**src/rtl/core/lpm_pkg.sv**
```systemverilog
package lpm_pkg;

    // Field widths of the request and response
    localparam int ADDR_W  = 32;
    localparam int LEN_W   = 6;
    localparam int IFACE_W = 8;
    localparam int IDX_W   = 6;
    localparam int CNT_W   = 7;

    // Longest legal prefix; longer lengths are clamped to this
    localparam int MAX_LEN = 32;

    // Default build values for the top-level parameters
    localparam int TABLE_DEPTH_DEF = 64;
    localparam int IFACE_BITS_DEF  = 8;

    // Request opcodes
    localparam logic [0:0] OP_WRITE  = 1'b0;
    localparam logic [0:0] OP_LOOKUP = 1'b1;

    // Incoming request
    typedef struct packed {
        logic [0:0]         opcode;
        logic [IDX_W-1:0]   entry_index;
        logic [ADDR_W-1:0]  net_addr;
        logic [LEN_W-1:0]   net_prefix_len;
        logic [IFACE_W-1:0] net_iface;
        logic [ADDR_W-1:0]  dest_addr;
    } t_lpm_req;

    // Lookup response
    typedef struct packed {
        logic [IFACE_W-1:0] out_iface;
        logic [LEN_W-1:0]   out_prefix_len;
        logic               matched;
    } t_lpm_rsp;

    // Lookup command handed from the front end to the scan engine
    typedef struct packed {
        logic [ADDR_W-1:0] dest;
        logic [CNT_W-1:0]  route_count;
    } t_lpm_lookup;

endpackage

```
**src/rtl/core/lpm_ram.sv**
```systemverilog
module lpm_ram #(
    parameter int WIDTH = 8,
    parameter int DEPTH = 64,
    localparam int AW   = (DEPTH > 1) ? $clog2(DEPTH) : 1
) (
    input  logic             i_clk,
    input  logic             i_wr_en,
    input  logic [AW-1:0]    i_wr_addr,
    input  logic [WIDTH-1:0] i_wr_data,
    input  logic             i_rd_en,
    input  logic [AW-1:0]    i_rd_addr,
    output logic [WIDTH-1:0] o_rd_data
);

    logic [WIDTH-1:0] r_mem [DEPTH];
    logic [WIDTH-1:0] r_rd_data;

    // One write port, one registered read port
    always_ff @(posedge i_clk) begin
        if (i_wr_en) begin
            r_mem[i_wr_addr] <= i_wr_data;
        end
        if (i_rd_en) begin
            r_rd_data <= r_mem[i_rd_addr];
        end
    end

    assign o_rd_data = r_rd_data;

endmodule

```
**src/rtl/core/lpm_scan.sv**
```systemverilog
module lpm_scan #(
    parameter int TABLE_DEPTH = lpm_pkg::TABLE_DEPTH_DEF,
    parameter int IFACE_BITS  = lpm_pkg::IFACE_BITS_DEF,
    localparam int AW = (TABLE_DEPTH > 1) ? $clog2(TABLE_DEPTH) : 1,
    localparam int EW = lpm_pkg::ADDR_W + lpm_pkg::LEN_W + IFACE_BITS
) (
    input  logic                 i_clk,
    input  logic                 i_rst_n,
    input  logic                 i_start,
    input  lpm_pkg::t_lpm_lookup i_lookup,
    output logic                 o_idle,
    output logic                 o_rd_en,
    output logic [AW-1:0]        o_rd_addr,
    input  logic [EW-1:0]        i_rd_data,
    output logic                 o_rsp_valid,
    output lpm_pkg::t_lpm_rsp    o_rsp,
    input  logic                 i_rsp_ready
);

    typedef enum logic [1:0] {
        S_IDLE,
        S_SCAN,
        S_LAST,
        S_DONE
    } t_state;

    t_state                      r_state;
    logic [AW-1:0]               r_idx;
    logic [AW-1:0]               r_last;
    logic                        r_pend;
    logic [lpm_pkg::ADDR_W-1:0]  r_dest;
    logic                        r_hit;
    logic [lpm_pkg::LEN_W-1:0]   r_best_len;
    logic [IFACE_BITS-1:0]       r_best_if;
    logic                        r_rsp_valid;
    lpm_pkg::t_lpm_rsp           r_rsp;

    logic [31:0]                 cnt32;
    logic [31:0]                 n32;
    logic [AW-1:0]               last_idx;
    logic [lpm_pkg::ADDR_W-1:0]  e_net;
    logic [lpm_pkg::LEN_W-1:0]   e_len;
    logic [IFACE_BITS-1:0]       e_if;
    logic [lpm_pkg::ADDR_W-1:0]  mask;
    logic                        match;
    logic                        better;
    logic                        rsp_free;

    // Entries searched: route_count clamped to the table depth
    assign cnt32    = 32'(i_lookup.route_count);
    assign n32      = (cnt32 > 32'(TABLE_DEPTH)) ? 32'(TABLE_DEPTH) : cnt32;
    assign last_idx = AW'(n32 - 32'd1);

    // Entry layout: {network, length, interface}
    assign e_net = i_rd_data[EW-1 -: lpm_pkg::ADDR_W];
    assign e_len = i_rd_data[IFACE_BITS +: lpm_pkg::LEN_W];
    assign e_if  = i_rd_data[IFACE_BITS-1:0];

    // Prefix compare; a zero length gives an empty mask and always matches
    assign mask   = ~({lpm_pkg::ADDR_W{1'b1}} >> e_len);
    assign match  = ((r_dest ^ e_net) & mask) == '0;
    assign better = match && (!r_hit || (e_len > r_best_len));

    assign rsp_free = !r_rsp_valid || i_rsp_ready;

    // Sequencer, best-match tracking and response register
    always_ff @(posedge i_clk) begin
        if (!i_rst_n) begin
            r_state     <= S_IDLE;
            r_pend      <= 1'b0;
            r_hit       <= 1'b0;
            r_rsp_valid <= 1'b0;
        end else begin
            // in S_DONE the response register is reloaded instead
            if (r_rsp_valid && i_rsp_ready && (r_state != S_DONE)) begin
                r_rsp_valid <= 1'b0;
            end

            // read data of the previous cycle is valid
            if (r_pend && better) begin
                r_hit      <= 1'b1;
                r_best_len <= e_len;
                r_best_if  <= e_if;
            end

            case (r_state)
                S_IDLE: begin
                    if (i_start) begin
                        r_dest     <= i_lookup.dest;
                        r_idx      <= '0;
                        r_last     <= last_idx;
                        r_hit      <= 1'b0;
                        r_best_len <= '0;
                        r_best_if  <= '0;
                        r_state    <= (n32 == 32'd0) ? S_DONE : S_SCAN;
                    end
                end
                S_SCAN: begin
                    r_pend <= 1'b1;
                    r_idx  <= r_idx + AW'(1);
                    if (r_idx == r_last) begin
                        r_state <= S_LAST;
                    end
                end
                S_LAST: begin
                    r_pend  <= 1'b0;
                    r_state <= S_DONE;
                end
                S_DONE: begin
                    if (rsp_free) begin
                        r_rsp_valid          <= 1'b1;
                        r_rsp.out_iface      <= lpm_pkg::IFACE_W'(r_best_if);
                        r_rsp.out_prefix_len <= r_best_len;
                        r_rsp.matched        <= r_hit;
                        r_state              <= S_IDLE;
                    end
                end
                default: begin
                    r_state <= S_IDLE;
                end
            endcase
        end
    end

    assign o_idle      = (r_state == S_IDLE);
    assign o_rd_en     = (r_state == S_SCAN);
    assign o_rd_addr   = r_idx;
    assign o_rsp_valid = r_rsp_valid;
    assign o_rsp       = r_rsp;

endmodule

```
**src/rtl/core/longest_prefix_match_lookup.sv**
```systemverilog
// IPv4 longest-prefix-match route table. A write request stores one route
// (network, prefix length clamped to 32, interface) at entry_index;
// indexes at or above TABLE_DEPTH are dropped. A lookup request scans
// entries 0 .. min(route_count, TABLE_DEPTH)-1 one per cycle through the
// single read port of the route RAM; the result then goes to the output
// register once that register is free. The longest matching prefix wins,
// the lowest index breaks ties, and a miss returns interface 0, length 0,
// matched 0. One request is in progress at a time; the next is accepted as
// soon as the previous result sits in the output register, even if that
// result has not been taken yet. Addresses use bit 31 as the first address
// bit. Entries must be written before a lookup searches them.
// route_count is written through i_cfg_we / i_cfg_data; the user must
// do so only while the block is idle, which the block does not enforce.
module longest_prefix_match_lookup #(
    parameter int TABLE_DEPTH = lpm_pkg::TABLE_DEPTH_DEF,
    parameter int IFACE_BITS  = lpm_pkg::IFACE_BITS_DEF
) (
    input  logic                            i_clk,
    input  logic                            i_rst_n,
    input  logic                            i_cfg_we,
    input  logic [lpm_pkg::CNT_W-1:0]       i_cfg_data,
    input  logic                            i_in_valid,
    output logic                            o_in_ready,
    input  lpm_pkg::t_lpm_req               i_in_req,
    output logic                            o_out_valid,
    input  logic                            i_out_ready,
    output lpm_pkg::t_lpm_rsp               o_out_rsp
);

    localparam int AW = (TABLE_DEPTH > 1) ? $clog2(TABLE_DEPTH) : 1;
    localparam int EW = lpm_pkg::ADDR_W + lpm_pkg::LEN_W + IFACE_BITS;

    logic [lpm_pkg::CNT_W-1:0] r_route_count;

    logic                      accept;
    logic                      wr_en;
    logic [AW-1:0]             wr_addr;
    logic [lpm_pkg::LEN_W-1:0] wr_len;
    logic [EW-1:0]             wr_data;
    logic                      start;
    lpm_pkg::t_lpm_lookup      lookup;
    logic                      scan_idle;
    logic                      rd_en;
    logic [AW-1:0]             rd_addr;
    logic [EW-1:0]             rd_data;

    // route_count register
    always_ff @(posedge i_clk) begin
        if (!i_rst_n) begin
            r_route_count <= '0;
        end else if (i_cfg_we) begin
            r_route_count <= i_cfg_data;
        end
    end

    assign o_in_ready = scan_idle;
    assign accept     = i_in_valid && o_in_ready;

    // Route write: range check, length clamp, interface width
    assign wr_en   = accept && (i_in_req.opcode == lpm_pkg::OP_WRITE)
                     && (32'(i_in_req.entry_index) < 32'(TABLE_DEPTH));
    assign wr_addr = AW'(i_in_req.entry_index);
    assign wr_len  = (i_in_req.net_prefix_len > lpm_pkg::LEN_W'(lpm_pkg::MAX_LEN))
                     ? lpm_pkg::LEN_W'(lpm_pkg::MAX_LEN) : i_in_req.net_prefix_len;
    assign wr_data = {i_in_req.net_addr, wr_len, IFACE_BITS'(i_in_req.net_iface)};

    // Lookup launch
    assign start              = accept && (i_in_req.opcode == lpm_pkg::OP_LOOKUP);
    assign lookup.dest        = i_in_req.dest_addr;
    assign lookup.route_count = r_route_count;

    lpm_ram #(
        .WIDTH (EW),
        .DEPTH (TABLE_DEPTH)
    ) u_route_ram (
        .i_clk     (i_clk),
        .i_wr_en   (wr_en),
        .i_wr_addr (wr_addr),
        .i_wr_data (wr_data),
        .i_rd_en   (rd_en),
        .i_rd_addr (rd_addr),
        .o_rd_data (rd_data)
    );

    lpm_scan #(
        .TABLE_DEPTH (TABLE_DEPTH),
        .IFACE_BITS  (IFACE_BITS)
    ) u_scan (
        .i_clk       (i_clk),
        .i_rst_n     (i_rst_n),
        .i_start     (start),
        .i_lookup    (lookup),
        .o_idle      (scan_idle),
        .o_rd_en     (rd_en),
        .o_rd_addr   (rd_addr),
        .i_rd_data   (rd_data),
        .o_rsp_valid (o_out_valid),
        .o_rsp       (o_out_rsp),
        .i_rsp_ready (i_out_ready)
    );

endmodule
```
**config.mk**
```make
export PLATFORM = sky130hd
export DESIGN_NAME = longest_prefix_match_lookup
export DESIGN_NICKNAME = d
export VERILOG_FILES = /design/src/rtl/core/lpm_pkg.sv /design/src/rtl/core/lpm_ram.sv /design/src/rtl/core/lpm_scan.sv /design/src/rtl/core/longest_prefix_match_lookup.sv
export SDC_FILE = /design/constraint.sdc
export NUM_CORES = 2
export LEC_CHECK = 0
export BUFFER_PORTS_ARGS = -buffer_cell sky130_fd_sc_hd__buf_2
export CORE_MARGIN = 2
export CORE_UTILIZATION = 30
export CTS_CLUSTER_DIAMETER = 150
export DETAILED_ROUTE_END_ITERATION = 6
export GPL_TIMING_DRIVEN = 0
export HOLD_SLACK_MARGIN = 0.05
export PLACE_DENSITY = 0.43
export SLEW_MARGIN = 40
export SYNTH_ARGS = -nofsm -noshare
export SYNTH_HDL_FRONTEND = slang
export SYNTH_SLANG_ARGS = --single-unit
export TNS_END_PERCENT = 30
```
**constraint.sdc**
```tcl
create_clock -name i_clk -period 4.25 [get_ports i_clk]
set_clock_uncertainty 0.1 [all_clocks]
set_input_delay 0.6375 -clock i_clk [delete_from_list [all_inputs] [get_ports i_clk]]
set_output_delay 0.6375 -clock i_clk [all_outputs]
set_load 0.02 [all_outputs]
```
# Word level (Yosys, flattened, before mapping)
# Memory sizes are Yosys's and may differ from the RTL's. A register that Yosys moved wholly into a read port is not among the register bits.
# Cells that the tools add are included.
# totals
register_bits	85
mem_bits_rw	2944
out_inout_bits	17
elab_cells	76
n_memories	1
# op_classes
n_addsub	2
magnitude_cmp	3
eq_ne	8
shift	1
mux	24
n_bitwise	4
reduce_logical	20
# memory_table
memory	words	width	read_ports	rd_clocked_by_memory_dff	write_ports	line	text
u_route_ram.r_mem	64	46	1	1	1	lpm_ram.sv:15	logic [WIDTH-1:0] r_mem [DEPTH];
# op_table
operator	count
$logic_not A32 Y1	2
$and A32 B32 Y32	1
$not A32 Y32	1
$shr A32 B6 Y32 const A	1
$xor A32 B32 Y32	1
$mux W6	5
$mux W8	3
$pmux W6 S2	1
$reduce_and A3 Y1	4
$mux W1	8
$mux W2	4
$pmux W2 S4	1
$gt A7 B7 Y1 const B	1
$logic_and A1 B1 Y1	7
$mux W7	1
$add A6 B1 Y6 const B	1
$eq A6 B6 Y1	1
$gt A6 B6 Y1	1
$gt A6 B6 Y1 const B	1
$ne A2 B1 Y1 const B	3
$sub A6 B1 Y6 const B	1
$eq A2 B2 Y1 const B	2
$reduce_bool A2 Y1	2
$eq A2 B1 Y1 const B	1
other kinds (6)	8

# Longest topological paths before layout
# logic_depth
word_depth	9
mapped_depth	10
depth_no_buf	8

# Cells and area by module
# From an unflattened synthesis, not the netlist that was laid out.
# unflattened
cells_unflattened	5156
area_unflattened_um2	116898.4
# modules_own_cells
module	instances	cells_per_inst	area_each_um2	seq_area_each_um2
lpm_ram	1	4805	112640.5	89786.1
lpm_scan	1	320	3943.8	2292.2
longest_prefix_match_lookup	1	31	314.1	140.1

# Worst setup path after synthesis
# OpenSTA, ideal clock, no wires.
# synth_timing
kind	in2reg
from	input port i_in_req[83] (netlist bit)
to	memory u_route_ram.r_mem[34][0] (netlist bit) (enable)
arrival_time_ns	3.415
t_required_ns	3.700
setup_slack_ns	0.285
stages	4
n_path_buf	2
cell_sequence	clkbuf_1 or3b_2 clkbuf_1 nor2_1
# synth_rtl
item	line	text
from (decl)	longest_prefix_match_lookup.sv:24	input lpm_pkg::t_lpm_req i_in_req,
to (decl)	lpm_ram.sv:15	
# No word-level cell before the write port.

==> run summary <==
Status -> complete, no violations
Via-per-instance ratio -> 4.924
Crit path kind -> reg2reg
Clock Latency Late Sink -> 0.94 ns
I/O Buffers -> 109
Synthesized net count -> 5020
P_leak -> 45.38 nW
EDFF count, synth -> 3063
Slew @ Worst Pin -> 0.9679 ns
Share of synthesized registers carrying an async set or reset -> 0%
DR iter-0 viols -> 5211
Cells after DPL -> 10500
Minimum clock period -> 4.115 ns
Power density over the cells -> 485.5 nW/µm²
CORE AREA -> 392500 µm²
Yosys warns -> 0
CTS tree -> yes
Data required, critical path -> 4.81 ns
Final setup vio count -> 0
Avg Inst Size Synth -> 24.09 µm²
Synth area leaders -> edfxtp_1 78%, mux4_2 16%, mux2i_1 3.7%, buf_2 0.50%, nor2_1 0.29%
RSZ-0062 raised after global routing -> false
F_max -> 243.0 MHz
Layout fillers -> 35870
Routed Antenna Nets -> 0
Power Total -> 69.42 mW
Critical path endpoint -> u_route_ram.o_rd_data[41]
Root Driver -> clkbuf_16
Final WS setup -> 0.1348 ns
Reg-to-reg startpoint -> u_scan.o_rd_addr[2]
Starting density of the core -> 30.13%
Die Wd -> 631.9 µm
Yosys cell types -> 54
Multi-input logic area -> 25430 µm²
FF-to-FF End -> u_route_ram.o_rd_data[41]
GP Congestion -> 0.7898
Arr. time, crit path -> 4.67 ns
R2R cell count -> 7
Post-DP HPWL -> 246900 µm
Final Hold Fails -> 0
Final #Nets -> 5790
I/O Pins -> 114
Setup TNS -> 0 ns
Critical-path maximum fanout -> 10
CP Launch Type -> flip-flop
Pin count of the biggest net entering global routing -> 65
Synth area leader -> edfxtp_1
Crit share post-route -> 96.83%
Max-cap violation count -> 0
DRC Markers -> 0
Area of the die -> 399300 µm²
Fin. max-slew vios -> 0
Fin cells -> 11190
Register area share after synthesis -> 77.97%
Flop2flop setup slack -> 0.13 ns
Setup WS pre-CTS -> -0.06121 ns
Worst hold path class -> in2reg
Final wirelength -> 352600 µm
Share of layout cells above drive strength 1 -> 33.12%
First-pass GRT wire length -> 481600 µm
Initial antenna violation count -> 25
GRT Total Usage -> 17.48%
CTS Buffer Depth -> 4
Setup crit start -> u_scan.o_rd_addr[2]
Synthesized cell area -> 118300 µm²
Drt first pass iters -> 7
Synth Instances -> 4910
Clock sink count -> 3075
Slew headroom -> 35.25%
Die height -> 631.9 µm
Synth Register Bits -> 3075
Row cnt -> 230
Post-CTS Setup Bufs -> 0
Crit end category -> flip-flop
DR WL/cell -> 31.52 µm
Vias in the first global route -> 57520
Sequential Area -> 92220 µm²
Max rail drop VDD -> 0.2899 mV
Grt ovf -> 0
Via count -> 55090
Layout area overhead -> 20.90%
Top cell type's share of synthesized area -> 77.77%
CTS H-Tree Depth -> 5
Reg clk slew, reported paths -> 0.06 ns
Ys flop type -> edfxtp_1
Clock buffer count from CTS -> 344
==> cells in the mapped netlist (5+ instances only) <==
cell	count
clkbuf_1	75
nand2b_1	7
nor2b_1	10
nand3_1	12
nand2_1	43
o21ai_0	14
mux4_2	828
buf_4	11
nand4_1	5
mux2i_1	435
buf_1	45
xnor2_1	36
a21oi_1	14
xor2_1	7
edfxtp_1	3063
nor2_1	90
dfxtp_1	12
ha_1	13
buf_2	118
inv_1	14
==> power breakdown <==
part | switching [mW] | internal [mW]
clock | 12.1 | 16.7
sequential | 0.169 | 33.7
combinational | 4.15 | 2.57
==> per-stage QoR <==
stage	cell area [µm²]	util, %	hold WS (ns)
3_5_place_dp	131600	33.54	0.3394
3_3_place_gp	125400	31.93	0.3441
4_1_cts	142900	36.40	0.05045
6_report	143000	36.43	0.1168
5_1_grt	143000	36.43	0.1331
2_1_floorplan	118300	-	0.3262
==> worst min-delay path by stage <==
| stage | cells after the start | to | slack, ns | startpoint |
|---|---|---|---|---|
| after floorplan | 0 | u_scan.o_rsp[10] | 0.33 | u_scan.r_best_if[3] |
| after global placement | 0 | u_scan.o_rsp[11] | 0.34 | u_scan.r_best_if[4] |
| after detailed placement | 0 | u_scan.o_rsp[14] | 0.34 | u_scan.r_best_if[7] |
| after CTS | 3 | r_route_count[2] | 0.05 | i_cfg_we |
| after global routing | 3 | r_route_count[2] | 0.13 | i_cfg_we |
| final | 1 | u_route_ram.r_mem[27][28] | 0.12 | i_in_req[60] |
==> cell families after synthesis <==
group / after synthesis / share of synthesized area, %
buf+inv: 267 / 1.026
flops: 3075 / 77.97
compound gates: 58 / 0.3375
xor+xnor: 43 / 0.3184
mux: 1263 / 19.45
simple gates: 190 / 0.7543
fa+ha+maj: 14 / 0.1470
==> timing repair <==
action	CTS	global route
setup endpoints to repair	6	0
hold buffers	46	0
gates resized for setup	3	0
endpoints found under the hold margin	53	0
==> cells in the final DEF, fill, tap and decap left out, drive strengths merged, types with 36 or more instances in the layout <==
cell,instances
edfxtp,3063
mux4,828
buf,550
clkbuf,512
mux2i,435
clkinv,139
nor2,91
dlygate4sd3,46
nand2,43
xnor2,36
==> registers in the layout (all words and copies together), names as in the netlist <==
name	count
r_route_count	7
u_route_ram.o_rd_data	46
u_route_ram.r_mem	2944
u_scan.o_rd_addr	6
u_scan.o_rsp	15
u_scan.o_rsp_valid	1
u_scan.r_best_if	8
u_scan.r_best_len	6
u_scan.r_dest	32
u_scan.r_hit	1
u_scan.r_last	6
u_scan.r_pend	1
u_scan.r_state	2
==> final cells by class <==
| cell class | instances | share of cell area, % |
|---|---|---|
| sequential | 3075 | 64.49 |
| multi-input combinational | 1568 | 17.78 |
| clock buffer | 432 | 6.385 |
| timing repair buffer | 424 | 4.649 |
| tap | 5220 | 4.567 |
| clock inverter | 185 | 1.154 |
| buffer | 252 | 0.9047 |
| inverter | 15 | 0.03937 |
| antenna | 16 | 0.02800 |
==> worst max-delay path: stages (launching register included) <==
cell and delay (ns):
edfxtp_1 0.56, buf_2 0.31, buf_4 0.38, buf_2 0.70, buf_2 0.49, mux2i_1 0.25
mux4_2 0.56, mux2i_1 0.43
==> routing by layer <==
metal / global-route usage (%) / up-vias / share of wire (%)
li1: - / 22650 / -
met1: 24.49 / 30570 / 45
met2: 28.60 / 1403 / 48
met5: 0 / - / 0.087
met3: 2.317 / 446 / 4.5
met4: 4.817 / 14 / 2.8
Power figures use the tool's default switching activity.
